## src/rtl/sjis_pkg.sv

```systemverilog
`timescale 1ns / 1ps
// ----------------------------------------------------------------------------
// sjis_pkg: shared types and constants for the Shift-JIS font address unit
// Request and result structs, lead byte ranges and ROM band bases.
// ----------------------------------------------------------------------------
package sjis_pkg;

	localparam int BYTE_W = 8;
	localparam int ADDR_W = 18;

	// Lead byte ranges
	localparam logic [BYTE_W-1:0] LEAD1_LO = 8'h81;
	localparam logic [BYTE_W-1:0] LEAD1_HI = 8'h9F;
	localparam logic [BYTE_W-1:0] LEAD2_LO = 8'hE0;
	localparam logic [BYTE_W-1:0] LEAD2_HI = 8'hFC;

	// Pair conversion constants
	localparam logic [BYTE_W-1:0] HI_LEAD_ADJ = 8'h40;
	localparam logic [BYTE_W-1:0] ROW_BIAS    = 8'h70;
	localparam logic [BYTE_W-1:0] TRAIL_EVEN  = 8'h9E;
	localparam logic [BYTE_W-1:0] CELL_EVEN   = 8'h7D;
	localparam logic [BYTE_W-1:0] CELL_ODD    = 8'h1F;
	localparam logic [BYTE_W-1:0] JIS_BIAS    = 8'h20;
	localparam logic [6:0]        CELLS_ROW   = 7'd94;

	// ROM band bases
	localparam logic [ADDR_W-1:0] BASE_BAND0 = 18'd0;
	localparam logic [ADDR_W-1:0] BASE_BAND1 = 18'd43584;
	localparam logic [ADDR_W-1:0] BASE_BAND2 = 18'd138464;
	localparam logic [ADDR_W-1:0] BASE_BAND3 = 18'd246944;
	localparam logic [ADDR_W-1:0] BASE_BAND4 = 18'd249952;
	localparam logic [ADDR_W-1:0] BASE_ASCII = 18'd255968;

	// Half-width printable range
	localparam logic [BYTE_W-1:0] ASCII_LO = 8'h20;
	localparam logic [BYTE_W-1:0] ASCII_HI = 8'h7F;

	// Character request handed from the byte stage to the address logic
	typedef struct packed {
		logic              pair;
		logic              builtin;
		logic [BYTE_W-1:0] lead;
		logic [BYTE_W-1:0] code;
	} sjis_req_t;

	// Glyph result
	typedef struct packed {
		logic [ADDR_W-1:0] rom_address;
		logic              wide_glyph;
		logic              builtin_font;
		logic [BYTE_W-1:0] builtin_char;
		logic              code_mapped;
	} sjis_res_t;

endpackage

```

## src/rtl/sjis_lead.sv

```systemverilog
`timescale 1ns / 1ps
// ----------------------------------------------------------------------------
// sjis_lead: byte stage of the Shift-JIS font address unit
// Tracks the pending lead byte and registers one character request per pair
// or single byte; zero bytes clear the pending lead and emit nothing.
// ----------------------------------------------------------------------------
module sjis_lead (
	input  logic                         clk,
	input  logic                         arst_n,
	input  logic                         accept,
	input  logic [sjis_pkg::BYTE_W-1:0]  text_byte,
	input  logic                         use_builtin_ascii,
	input  logic                         advance,
	output logic                         req_valid_s1,
	output sjis_pkg::sjis_req_t          req_s1
);

	logic                        pending_q;
	logic [sjis_pkg::BYTE_W-1:0] held_lead_q;
	logic                        is_zero;
	logic                        is_lead;
	logic                        emit;

	// Byte classification
	assign is_zero = (text_byte == '0);
	assign is_lead = ((text_byte >= sjis_pkg::LEAD1_LO) && (text_byte <= sjis_pkg::LEAD1_HI)) ||
	                 ((text_byte >= sjis_pkg::LEAD2_LO) && (text_byte <= sjis_pkg::LEAD2_HI));
	assign emit    = accept && !is_zero && (pending_q || !is_lead);

	// Lead tracking
	always_ff @(posedge clk or negedge arst_n) begin
		if (!arst_n) begin
			pending_q   <= 1'b0;
			held_lead_q <= '0;
		end else if (accept) begin
			if (is_zero || pending_q) begin
				pending_q   <= 1'b0;
				held_lead_q <= '0;
			end else if (is_lead) begin
				pending_q   <= 1'b1;
				held_lead_q <= text_byte;
			end
		end
	end

	// Request register valid
	always_ff @(posedge clk or negedge arst_n) begin
		if (!arst_n) begin
			req_valid_s1 <= 1'b0;
		end else if (advance || !req_valid_s1) begin
			req_valid_s1 <= emit;
		end
	end

	// Request payload
	always_ff @(posedge clk) begin
		if (emit) begin
			req_s1.pair    <= pending_q;
			req_s1.builtin <= use_builtin_ascii;
			req_s1.lead    <= held_lead_q;
			req_s1.code    <= text_byte;
		end
	end

endmodule

```

## src/rtl/sjis_addr.sv

```systemverilog
`timescale 1ns / 1ps
// ----------------------------------------------------------------------------
// sjis_addr: glyph address logic of the Shift-JIS font address unit
// Converts a pair to JIS row/cell and maps it through the ROM bands, or forms
// the half-width / built-in result for a single byte.
// ----------------------------------------------------------------------------
module sjis_addr (
	input  sjis_pkg::sjis_req_t req,
	output sjis_pkg::sjis_res_t res
);

	logic [sjis_pkg::BYTE_W-1:0] a_adj;
	logic [sjis_pkg::BYTE_W-1:0] b_adj;
	logic [sjis_pkg::BYTE_W-1:0] a_half;
	logic [sjis_pkg::BYTE_W-1:0] jis_row;
	logic [sjis_pkg::BYTE_W-1:0] jis_cell;
	logic [sjis_pkg::BYTE_W-1:0] row_first;
	logic [sjis_pkg::BYTE_W-1:0] row_diff;
	logic [sjis_pkg::BYTE_W-1:0] cell_diff;
	logic [sjis_pkg::ADDR_W-1:0] band_base;
	logic                        band_hit;
	logic                        cell_ok;
	logic [11:0]                 glyph_idx;
	logic [sjis_pkg::ADDR_W-1:0] pair_addr;
	logic [sjis_pkg::BYTE_W-1:0] ascii_off;
	logic                        ascii_ok;

	// Shift-JIS to JIS X 0208, 8-bit wrapping
	always_comb begin
		a_adj = req.lead;
		if (req.lead >= sjis_pkg::LEAD2_LO) begin
			a_adj = req.lead - sjis_pkg::HI_LEAD_ADJ;
		end
		b_adj = req.code;
		if (req.code[7]) begin
			b_adj = req.code - 8'd1;
		end
		a_half = (a_adj - sjis_pkg::ROW_BIAS) << 1;
		if (b_adj >= sjis_pkg::TRAIL_EVEN) begin
			jis_row  = a_half;
			jis_cell = b_adj - sjis_pkg::CELL_EVEN;
		end else begin
			jis_row  = a_half - 8'd1;
			jis_cell = b_adj - sjis_pkg::CELL_ODD;
		end
	end

	// Row band lookup; row and cell still carry the 0x20 bias here
	always_comb begin
		cell_ok   = (jis_cell >= 8'h21) && (jis_cell <= 8'h7E);
		band_hit  = 1'b1;
		row_first = 8'h21;
		band_base = sjis_pkg::BASE_BAND0;
		if ((jis_row >= 8'h21) && (jis_row <= 8'h2F)) begin
			row_first = 8'h21;
			band_base = sjis_pkg::BASE_BAND0;
		end else if ((jis_row >= 8'h30) && (jis_row <= 8'h4F)) begin
			row_first = 8'h30;
			band_base = sjis_pkg::BASE_BAND1;
		end else if ((jis_row >= 8'h50) && (jis_row <= 8'h74)) begin
			row_first = 8'h50;
			band_base = sjis_pkg::BASE_BAND2;
		end else if (jis_row == 8'h75) begin
			row_first = 8'h75;
			band_base = sjis_pkg::BASE_BAND3;
		end else if ((jis_row >= 8'h78) && (jis_row <= 8'h79)) begin
			row_first = 8'h78;
			band_base = sjis_pkg::BASE_BAND4;
		end else begin
			band_hit = 1'b0;
		end
		band_hit = band_hit && cell_ok;
	end

	// Glyph index within band: (row - first) * 94 + (cell - 1), 32 bytes each
	always_comb begin
		row_diff  = jis_row - row_first;
		cell_diff = jis_cell - 8'h21;
		glyph_idx = ({6'd0, row_diff[5:0]} * {5'd0, sjis_pkg::CELLS_ROW})
			+ {5'd0, cell_diff[6:0]};
		pair_addr = band_base + {1'b0, glyph_idx, 5'd0};
	end

	// Half-width glyph
	assign ascii_ok  = (req.code >= sjis_pkg::ASCII_LO) && (req.code <= sjis_pkg::ASCII_HI);
	assign ascii_off = req.code - sjis_pkg::ASCII_LO;

	// Result select
	always_comb begin
		res = '0;
		if (req.pair) begin
			res.wide_glyph  = 1'b1;
			res.code_mapped = band_hit;
			res.rom_address = band_hit ? pair_addr : '0;
		end else if (req.builtin) begin
			res.builtin_font = 1'b1;
			res.builtin_char = req.code;
			res.code_mapped  = 1'b1;
		end else if (ascii_ok) begin
			res.code_mapped = 1'b1;
			res.rom_address = sjis_pkg::BASE_ASCII + {7'd0, ascii_off[6:0], 4'd0};
		end
	end

endmodule

```

## src/rtl/sjis_font_rom_address_unit.sv

```systemverilog
`timescale 1ns / 1ps
// ----------------------------------------------------------------------------
// sjis_font_rom_address_unit: Shift-JIS text to font ROM glyph address
// Takes one text byte per request and returns the glyph address per character.
// ----------------------------------------------------------------------------
// Usage:
//  - Input channel (in_valid/in_ready, text_byte): one Shift-JIS byte per
//    request. A lead byte is held and produces nothing; the next nonzero byte
//    completes the pair. A zero byte ends the string, drops any held lead and
//    produces nothing.
//  - Output channel (out_valid/out_ready): one result per character: ROM
//    address, wide/half glyph flag, built-in font flag and code, mapped flag.
//  - cfg_wr_en/cfg_wr_data write use_builtin_ascii; write only while idle.
//  - Timing: the byte that completes the character is registered in the byte
//    register, then its result in the result register, which drives out_valid.
//  - Throughput: one byte per cycle unless the receiver stalls; the byte
//    register and result register form a two-stage pipeline, so a byte is
//    taken in the same cycle a result is taken.
//  - Receiver stall: the result register holds; the byte register fills,
//    then in_ready drops until out_ready returns.
//  - Reset: clears the held lead, both pipeline valids and use_builtin_ascii.
// ----------------------------------------------------------------------------
module sjis_font_rom_address_unit (
	input  logic                         clk,
	input  logic                         arst_n,
	input  logic                         in_valid,
	output logic                         in_ready,
	input  logic [sjis_pkg::BYTE_W-1:0]  text_byte,
	input  logic                         cfg_wr_en,
	input  logic                         cfg_wr_data,
	output logic                         out_valid,
	input  logic                         out_ready,
	output logic [sjis_pkg::ADDR_W-1:0]  rom_address,
	output logic                         wide_glyph,
	output logic                         builtin_font,
	output logic [sjis_pkg::BYTE_W-1:0]  builtin_char,
	output logic                         code_mapped
);

	logic                use_builtin_q;
	logic                advance;
	logic                accept;
	logic                req_valid_s1;
	sjis_pkg::sjis_req_t req_s1;
	sjis_pkg::sjis_res_t res_comb;
	sjis_pkg::sjis_res_t res_s2;
	logic                res_valid_s2;

	// Configuration register
	always_ff @(posedge clk or negedge arst_n) begin
		if (!arst_n) begin
			use_builtin_q <= 1'b0;
		end else if (cfg_wr_en) begin
			use_builtin_q <= cfg_wr_data;
		end
	end

	// Pipeline flow control
	assign advance  = !res_valid_s2 || out_ready;
	assign in_ready = !req_valid_s1 || advance;
	assign accept   = in_valid && in_ready;

	// Byte stage
	sjis_lead u_lead (
		.clk               (clk),
		.arst_n            (arst_n),
		.accept            (accept),
		.text_byte         (text_byte),
		.use_builtin_ascii (use_builtin_q),
		.advance           (advance),
		.req_valid_s1      (req_valid_s1),
		.req_s1            (req_s1)
	);

	// Address logic
	sjis_addr u_addr (
		.req (req_s1),
		.res (res_comb)
	);

	// Result register
	always_ff @(posedge clk or negedge arst_n) begin
		if (!arst_n) begin
			res_valid_s2 <= 1'b0;
		end else if (advance) begin
			res_valid_s2 <= req_valid_s1;
		end
	end

	always_ff @(posedge clk) begin
		if (advance && req_valid_s1) begin
			res_s2 <= res_comb;
		end
	end

	assign out_valid    = res_valid_s2;
	assign rom_address  = res_s2.rom_address;
	assign wide_glyph   = res_s2.wide_glyph;
	assign builtin_font = res_s2.builtin_font;
	assign builtin_char = res_s2.builtin_char;
	assign code_mapped  = res_s2.code_mapped;

endmodule

```

## config.mk

```make
export PLATFORM = sky130hd
export DESIGN_NAME = sjis_font_rom_address_unit
export DESIGN_NICKNAME = d
export VERILOG_FILES = /design/src/rtl/sjis_pkg.sv /design/src/rtl/sjis_lead.sv /design/src/rtl/sjis_addr.sv /design/src/rtl/sjis_font_rom_address_unit.sv
export SDC_FILE = /design/constraint.sdc
export NUM_CORES = 1
export LEC_CHECK = 0
export BUFFER_PORTS_ARGS = -buffer_cell sky130_fd_sc_hd__clkbuf_2
export CAP_MARGIN = 20
export CORE_MARGIN = 1.5
export CORE_UTILIZATION = 25
export DETAILED_ROUTE_END_ITERATION = 10
export GPL_TIMING_DRIVEN = 0
export HOLD_SLACK_MARGIN = 0.03
export MAX_ROUTING_LAYER = met4
export SYNTH_ARGS = -nofsm -noshare
export SYNTH_HDL_FRONTEND = slang
export SYNTH_HIERARCHICAL = 1
export SYNTH_SLANG_ARGS = --single-unit
```

## constraint.sdc

```tcl
create_clock -name clk -period 22.8 [get_ports clk]
set_input_delay 2.28 -clock clk [delete_from_list [all_inputs] [get_ports clk]]
set_output_delay 2.28 -clock clk [all_outputs]
set_load 0.02 [all_outputs]
```

== Word-level counts from Yosys, hierarchy flattened ==
Index checks and enable logic that the tools add are counted.
Word-level totals
  bits of input ports: 14
  register bits after elaboration: 59
Operators by class
  $lt $le $gt $ge: 18
  mux-type cells: 32
  reductions and logical operators: 26
  eq/ne operators: 1
  $mul: 1
  add/sub/neg operators: 12
  bitwise operators: 1
Operators by type and width (count)
  $mux W18: 9
  $le A8 B7 Y1 const B: 5
  $mux W8: 5
  $ge A8 B6 Y1 const B: 4
  $ge A8 B8 Y1 const B: 4
  $mux W6: 4
  $add A18 B17 Y18: 1
  $ge A8 B7 Y1 const B: 2
  $le A8 B8 Y1 const B: 2
  $sub A8 B1 Y8 const B: 2
  $add A14 B12 Y15 const A: 1
  $sub A7 B6 Y7 const B: 2
  $sub A7 B7 Y7 const B: 2
  $logic_and A1 B1 Y1: 13
  $add A12 B7 Y12: 1
  $mul A6 B6 Y11 const B: 1
  $mux W1: 11
  $mux W9: 1
  $eq A8 B7 Y1 const B: 1
  $le A8 B6 Y1 const B: 1
  $logic_not A8 Y1: 1
  $sub A8 B5 Y8 const B: 1
  $sub A8 B7 Y8 const B: 1
  $mux W7: 1
  other kinds (8): 15

== Logic depth before layout (Yosys ltp) ==
Gate-level depths: netlist of run 1.
  depth after elaboration: 18
  depth in mapped cells: 46

== By module ==
The synthesis of run 1 kept the hierarchy.
Modules (own cells, without submodules)
  sjis_addr: instances 1, cells an instance 439, sequential area each 0.0 µm², area an instance 3389.5 µm²
  sjis_lead: instances 1, cells an instance 63, sequential area each 790.8 µm², area an instance 1023.5 µm²
  sjis_font_rom_address_unit: instances 1, cells an instance 38, sequential area each 920.9 µm², area an instance 975.9 µm²

== Worst setup path after synthesis of run 1 ==
Ideal clock, no wire load.
  path type: register to register
  from: register, netlist name u_lead/req_s1[2]
  to: register res_s2 (netlist bit rom_address[17]) (data pin)
  period minus slack after synthesis: 8.553 ns
  required time: 22.525 ns
  arrival time: 8.278 ns
  cell stages (with the launch flop): 42
  path slack: 14.247 ns
  library setup time: 0.275 ns
  cells stage by stage: edfxtp_1 -> buf_2 -> inv_1 -> ha_1 -> and2_1 -> buf_4 -> o2111ai_2 -> o41ai_4 -> o221ai_2 -> nand2_1 -> inv_2 -> ha_1 -> a31oi_1 -> a211oi_1 -> nor2_1 -> mux2i_1 -> and2_1 -> clkbuf_1 -> [... 6 more ...] -> xnor2_1 -> fa_1 -> ha_1 -> inv_1 -> fa_1 -> inv_1 -> fa_1 -> ha_1 -> a21oi_1 -> nor2b_1 -> o21a_1 -> xor2_1 -> ha_1 -> or2_2 -> a21oi_1 -> o31ai_1 -> a31oi_1 -> o21ai_1
RTL lines
  to (signal assigned): line sjis_font_rom_address_unit.sv:92  | res_s2 <= res_comb;
  to (decl): line sjis_font_rom_address_unit.sv:46  | sjis_pkg::sjis_res_t res_s2;

==> results of run 1 <==
==> layout make-up <==
type | instances | area [um2] | area share, %
Multi-Input combinational cell | 409 | 3360 | 53.4
Tap cell | 275 | 344 | 5.47
Clock buffer | 12 | 267 | 4.24
Inverter | 58 | 218 | 3.46
Sequential cell | 59 | 1710 | 27.2
Clock inverter | 4 | 47.5 | 0.756
Timing Repair Buffer | 45 | 231 | 3.68
Buffer | 17 | 113 | 1.79
==> through the flow <==
stage	std cells	hold WS [ns]
after floorplan	543	0.421
after global placement	862	0.430
after detailed placement	863	0.435
after CTS	879	0.448
after global routing	879	0.465
final	879	0.446
==> cells in the mapped netlist (4+ instances only) <==
master,n
a211oi_1,4
a21boi_0,5
a21o_1,10
a21oi_1,24
a22o_1,5
a31oi_1,4
and2_1,12
buf_4,8
dfrtp_1,12
edfxtp_1,47
fa_1,14
ha_1,59
inv_1,54
inv_2,4
mux2i_1,5
nand2_1,41
nand2b_1,8
nand3_1,11
nor2_1,24
nor2b_1,5
nor3_1,6
o21ai_0,21
o21ai_1,10
o21bai_1,9
o22ai_1,6
o22ai_2,4
xnor2_1,39
xor2_1,14
==> per-layer routing <==
metal | GRT usage [%] | vias up | part of all wire, %
li1 | - | 2029 | -
met2 | 17.2 | 77 | 45
met3 | 2.44 | 5 | 4.1
met1 | 14.7 | 1896 | 51
met4 | 3.58 | 0 | 0.33
met5 | - | - | 0
==> how the worst max path moves through the flow <==
stage                                 end  slack (ns)             start
after global placement    rom_address[17]       12.78  u_lead/req_s1[1]
after floorplan           rom_address[17]       14.25  u_lead/req_s1[2]
final                     rom_address[17]       12.74  u_lead/req_s1[1]
after global routing      rom_address[17]       11.94  u_lead/req_s1[1]
after CTS                 rom_address[17]       12.71  u_lead/req_s1[1]
after detailed placement  rom_address[17]       12.74  u_lead/req_s1[1]
==> kinds of logic after synthesis <==
logic type / synth area share (%)
AO/OA/AOI/OAI: 18.9
XOR/XNOR: 9.22
adder cells (fa/ha/maj): 18.9
buffers and inverters: 6.13
flip-flops: 31.8
multiplexers: 1.35
other: 0.0696
AND/OR/NAND/NOR: 13.7
==> state kept, by name, indices dropped and copies added (netlist names) <==
| name | count |
|---|---|
| use_builtin_q | 1 |
| u_lead/held_lead_q | 8 |
| rom_address | 18 |
| u_lead/req_valid_s1 | 1 |
| out_valid | 1 |
| wide_glyph | 1 |
| code_mapped | 1 |
| builtin_font | 1 |
| u_lead/pending_q | 1 |
| builtin_char | 8 |
| u_lead/req_s1 | 18 |
==> results.toml, run 1 <==
[clock_network]
ctsRootBufferMaster = "clkbuf_16"
ctsHoldBuffers = 0
cts_buffers = 9
cts-resized-gates = 0
post_cts_buffers = 0
cts.sinks = 59
cts_tree = "done"
clk_pin_slew_ns = 0.05
clk_latency_ns = 0.33
h-tree-depth = 3
cts_buffer_depth = 2

[logic_synthesis]
synthCells = 540
ys_ff_latch = 59
synth_top_cell_by_area = "edfxtp_1"
postSynth.asyncResetShare_pct = 20.3
synth.top_cell.area_share_pct = 26.2
synthFlopType = "edfxtp_1"
seq_area_frac_synth_pct = 31.8
syn-mean-instance-area_um2 = 9.98
syn_area_um2 = 5390
ys_types = 77
synth_edf_count = 47
yosys-top-cells-area = "edfxtp_1 26%, ha_1 14%, xnor2_1 6.3%"
synth_warnings = 6

[final_layout]
num_antenna_cells = 0
area_delta_synth_final_pct = 16.7
nets = 686
final_common_cell = "ha_1"
utilization_pct = 29.8
layout-drive-gt1-share_pct = 18.4
final_cell_mix = "59 x ha_1, 54 x inv_1, 47 x edfxtp_1"
final_area_um2 = 6290
fillers = 2229

[global_route]
grt_pass1_vias = 3926
track_usage_pct = 11.2
grt_max_degree = 30
globalRoute.totalOverflow = 0
antenna_found_initial = 0
grt_pass1_wl_um = 19300

[floorplanning]
die_w_um = 150
design.core.area_um2 = 21100
row_count = 53
io_pins = 45
start_util_pct = 25.6
die_h_um = 150
die_area_um2 = 22400

[sta]
drv_slew = 0
worst_pin_slew_ns = 0.877
period_minus_slack_ns = 10.06
rsz0062_at_grt = "no"
finalHoldViolCount = 0
period_share_pct = 44.1
final.setup.tns_ns = 0
fin_ws_ns = 12.74
skew_ns = 0.00879
fmax_mhz = 99.4
setup_viol = 0
relSlewSlack_pct = 41.0

[critical_path]
reg2reg_depth = 41
crit_fanout = 7
timing.rr.end = "rom_address[17]"
critical_path_required_ns = 22.81
crit_path_start_kind = "flip-flop"
cp-end-kind = "flip-flop"
reg2reg_from = "u_lead/req_s1[1]"
path_buf_inv = 7
worst_path_max_delay_cell = "fa_1"
cp_num_cells = 41
cpLargestDelayFamily = "adder cells"
path_class = "flip-flop to flip-flop"
critPathMostFrequentCell = "ha_1"
cp.arrival_ns = 10.08
slowest_delay_ns = 0.53
reg2reg_slack_ns = 12.74

[status]
status = "finished clean"

[detailed_routing]
drt_iter0_drc = 160
wl_per_cell_um = 13.2
dr.pass1.iters = 4
drcViolationCount = 0
ant_nets = 0
via_count = 4007
via_per_inst = 4.56
drt_wl_total_um = 11600

[run]
timing.max_cap.violations = 0

[hold_path]
hp-start = "use_builtin_q"
hold_path_end = "u_lead/req_s1[16]"
min_path_type = "flip-flop to flip-flop"
hold_depth = 0

[place]
portBuffers = 44
dp_slack_ns = 12.74
hpwl_um = 9240
place_area_um2 = 5980
gp_congestion = 0.826
Power of run 1 is not shown: default switching activity piles up to over one toggle a cycle in this logic, so the estimate is an artifact.
==> inputs of run 2 (changes only) <==
==> constraint.sdc (replaced) <==
create_clock -name clk -period 10.4 [get_ports clk]
set_input_delay 1.04 -clock clk [delete_from_list [all_inputs] [get_ports clk]]
set_output_delay 1.04 -clock clk [all_outputs]
set_load 0.02 [all_outputs]
==> run 2 against run 1 <==
Against the previous run:
- critical path depth stayed put
- sequential cell count stayed put
- utilization is 0.11 points higher
- cell count stayed put
- hold slack hardly changed
- cell area is 0.38% higher
- register-to-register slack worse by 12 ns
- clock skew hardly changed
- via count hardly changed
- wire length is 0.13% lower
- first-iteration DRC count is 20% higher
- non-clock buffer count stayed put
- critical path type unchanged
==> results.toml, run 2 (synthesized netlist as in run 1, its figures left out) <==
[global_route]
grt_max_degree = 30
globalRoute.totalOverflow = 0
track_usage_pct = 11.2
grt_pass1_wl_um = 19300
antenna_found_initial = 0
grt_pass1_vias = 3926

[critical_path]
path_class = "flip-flop to flip-flop"
worst_path_max_delay_cell = "fa_1"
cp-end-kind = "flip-flop"
crit_fanout = 7
critical_path_required_ns = 10.42
critPathMostFrequentCell = "ha_1"
reg2reg_slack_ns = 0.79
crit_path_start_kind = "flip-flop"
slowest_delay_ns = 0.53
cp.arrival_ns = 9.63

[clock_network]
clk_latency_ns = 0.33
h-tree-depth = 3
ctsHoldBuffers = 0
cts.sinks = 59
ctsRootBufferMaster = "clkbuf_16"
cts_tree = "done"
cts_buffer_depth = 2
cts_buffers = 9
clk_pin_slew_ns = 0.05

[sta]
fmax_mhz = 104
period_share_pct = 92.4
finalHoldViolCount = 0
setup_viol = 0
relSlewSlack_pct = 43.1
period_minus_slack_ns = 9.61
worst_pin_slew_ns = 0.846
drv_slew = 0
holdWs_ns = 0.446
skew_ns = 0.00869
final.setup.tns_ns = 0

[final_layout]
final_common_cell = "ha_1"
num_antenna_cells = 0
final_area_um2 = 6310
final_cell_mix = "59 x ha_1, 54 x inv_1, 47 x edfxtp_1"
area_delta_synth_final_pct = 17.2
nets = 686
layout-drive-gt1-share_pct = 18.7

[detailed_routing]
drt_iter0_drc = 192
drt_wl_total_um = 11600
ant_nets = 0
dr.pass1.iters = 4
via_count = 4009
wl_per_cell_um = 13.2
drcViolationCount = 0
via_per_inst = 4.56

[floorplanning]
start_util_pct = 25.6
design.core.area_um2 = 21100
die_w_um = 150
die_h_um = 150
io_pins = 45
die_area_um2 = 22400
row_count = 53

[place]
place_area_um2 = 5980
portBuffers = 44
gp_congestion = 0.826
hpwl_um = 9240

[run]
timing.max_cap.violations = 0

[hold_path]
min_path_type = "flip-flop to flip-flop"

[status]
status = "finished clean"
==> run 2: cell counts in the layout (fill, tap and decap cells not counted) <==
No cell type changed its count.
==> run 2: per-layer routing <==
metal	GRT usage, %	vias up	part of all wire, %	wire length (um)
met2	17.2	84	45	5220
li1	-	2029	-	-
met5	-	-	0	0
met4	3.58	0	0.33	38
met3	2.44	5	4.5	524
met1	14.7	1891	50	5800
==> run 2: area by class of cell <==
cell class | count | area [um2]
Multi-Input combinational cell | 409 | 3380
Timing Repair Buffer | 45 | 231
Fill cell | 2233 | 14800
Sequential cell | 59 | 1710
Tap cell | 275 | 344
Buffer | 17 | 113
Inverter | 58 | 218
Clock buffer | 12 | 267
Clock inverter | 4 | 47.5
==> run 2: path summary, 6_finish.rpt <==
check                            startpoint                    end  cells past startpoint
hold / removal                use_builtin_q      u_lead/req_s1[16]                      0
min in group asynchronous            arst_n  u_lead/held_lead_q[2]                      1
max in group asynchronous            arst_n          use_builtin_q                      1
setup reg to reg           u_lead/req_s1[1]        rom_address[17]                     41
hold reg to reg               use_builtin_q      u_lead/req_s1[16]                      0
setup / recovery           u_lead/req_s1[1]        rom_address[17]                     41
==> run 2: critical path, delay by kind of cell (launching register included) <==
family | cells | cell delay (ns)
adders and majority gates | 10 | 3.46
AOI/OAI and AO/OA | 14 | 2.79
and+or+nand+nor | 7 | 1.04
buffers and inverters | 7 | 0.92
DFF | 1 | 0.50
xor gates and xnor gates | 2 | 0.43
muxes | 1 | 0.16
==> run 2: repair_timing <==
item,4_1_cts,5_1_grt
endpoints found under the setup margin,0,2
buffers inserted,0,0
endpoints found under the hold margin,0,0
resized for setup,0,3
==> run 2: metrics by stage <==
stage / std cells / util, % / worst slack [ns]
2_1_floorplan: 543 / - / 1.85
3_3_place_gp: 862 / 28.3 / 0.377
3_5_place_dp: 863 / 28.3 / 0.342
4_1_cts: 879 / 29.8 / 0.313
5_1_grt: 879 / 29.9 / -0.0148
6_report: 879 / 29.9 / 0.787
Power of run 2 is left out for the same reason.
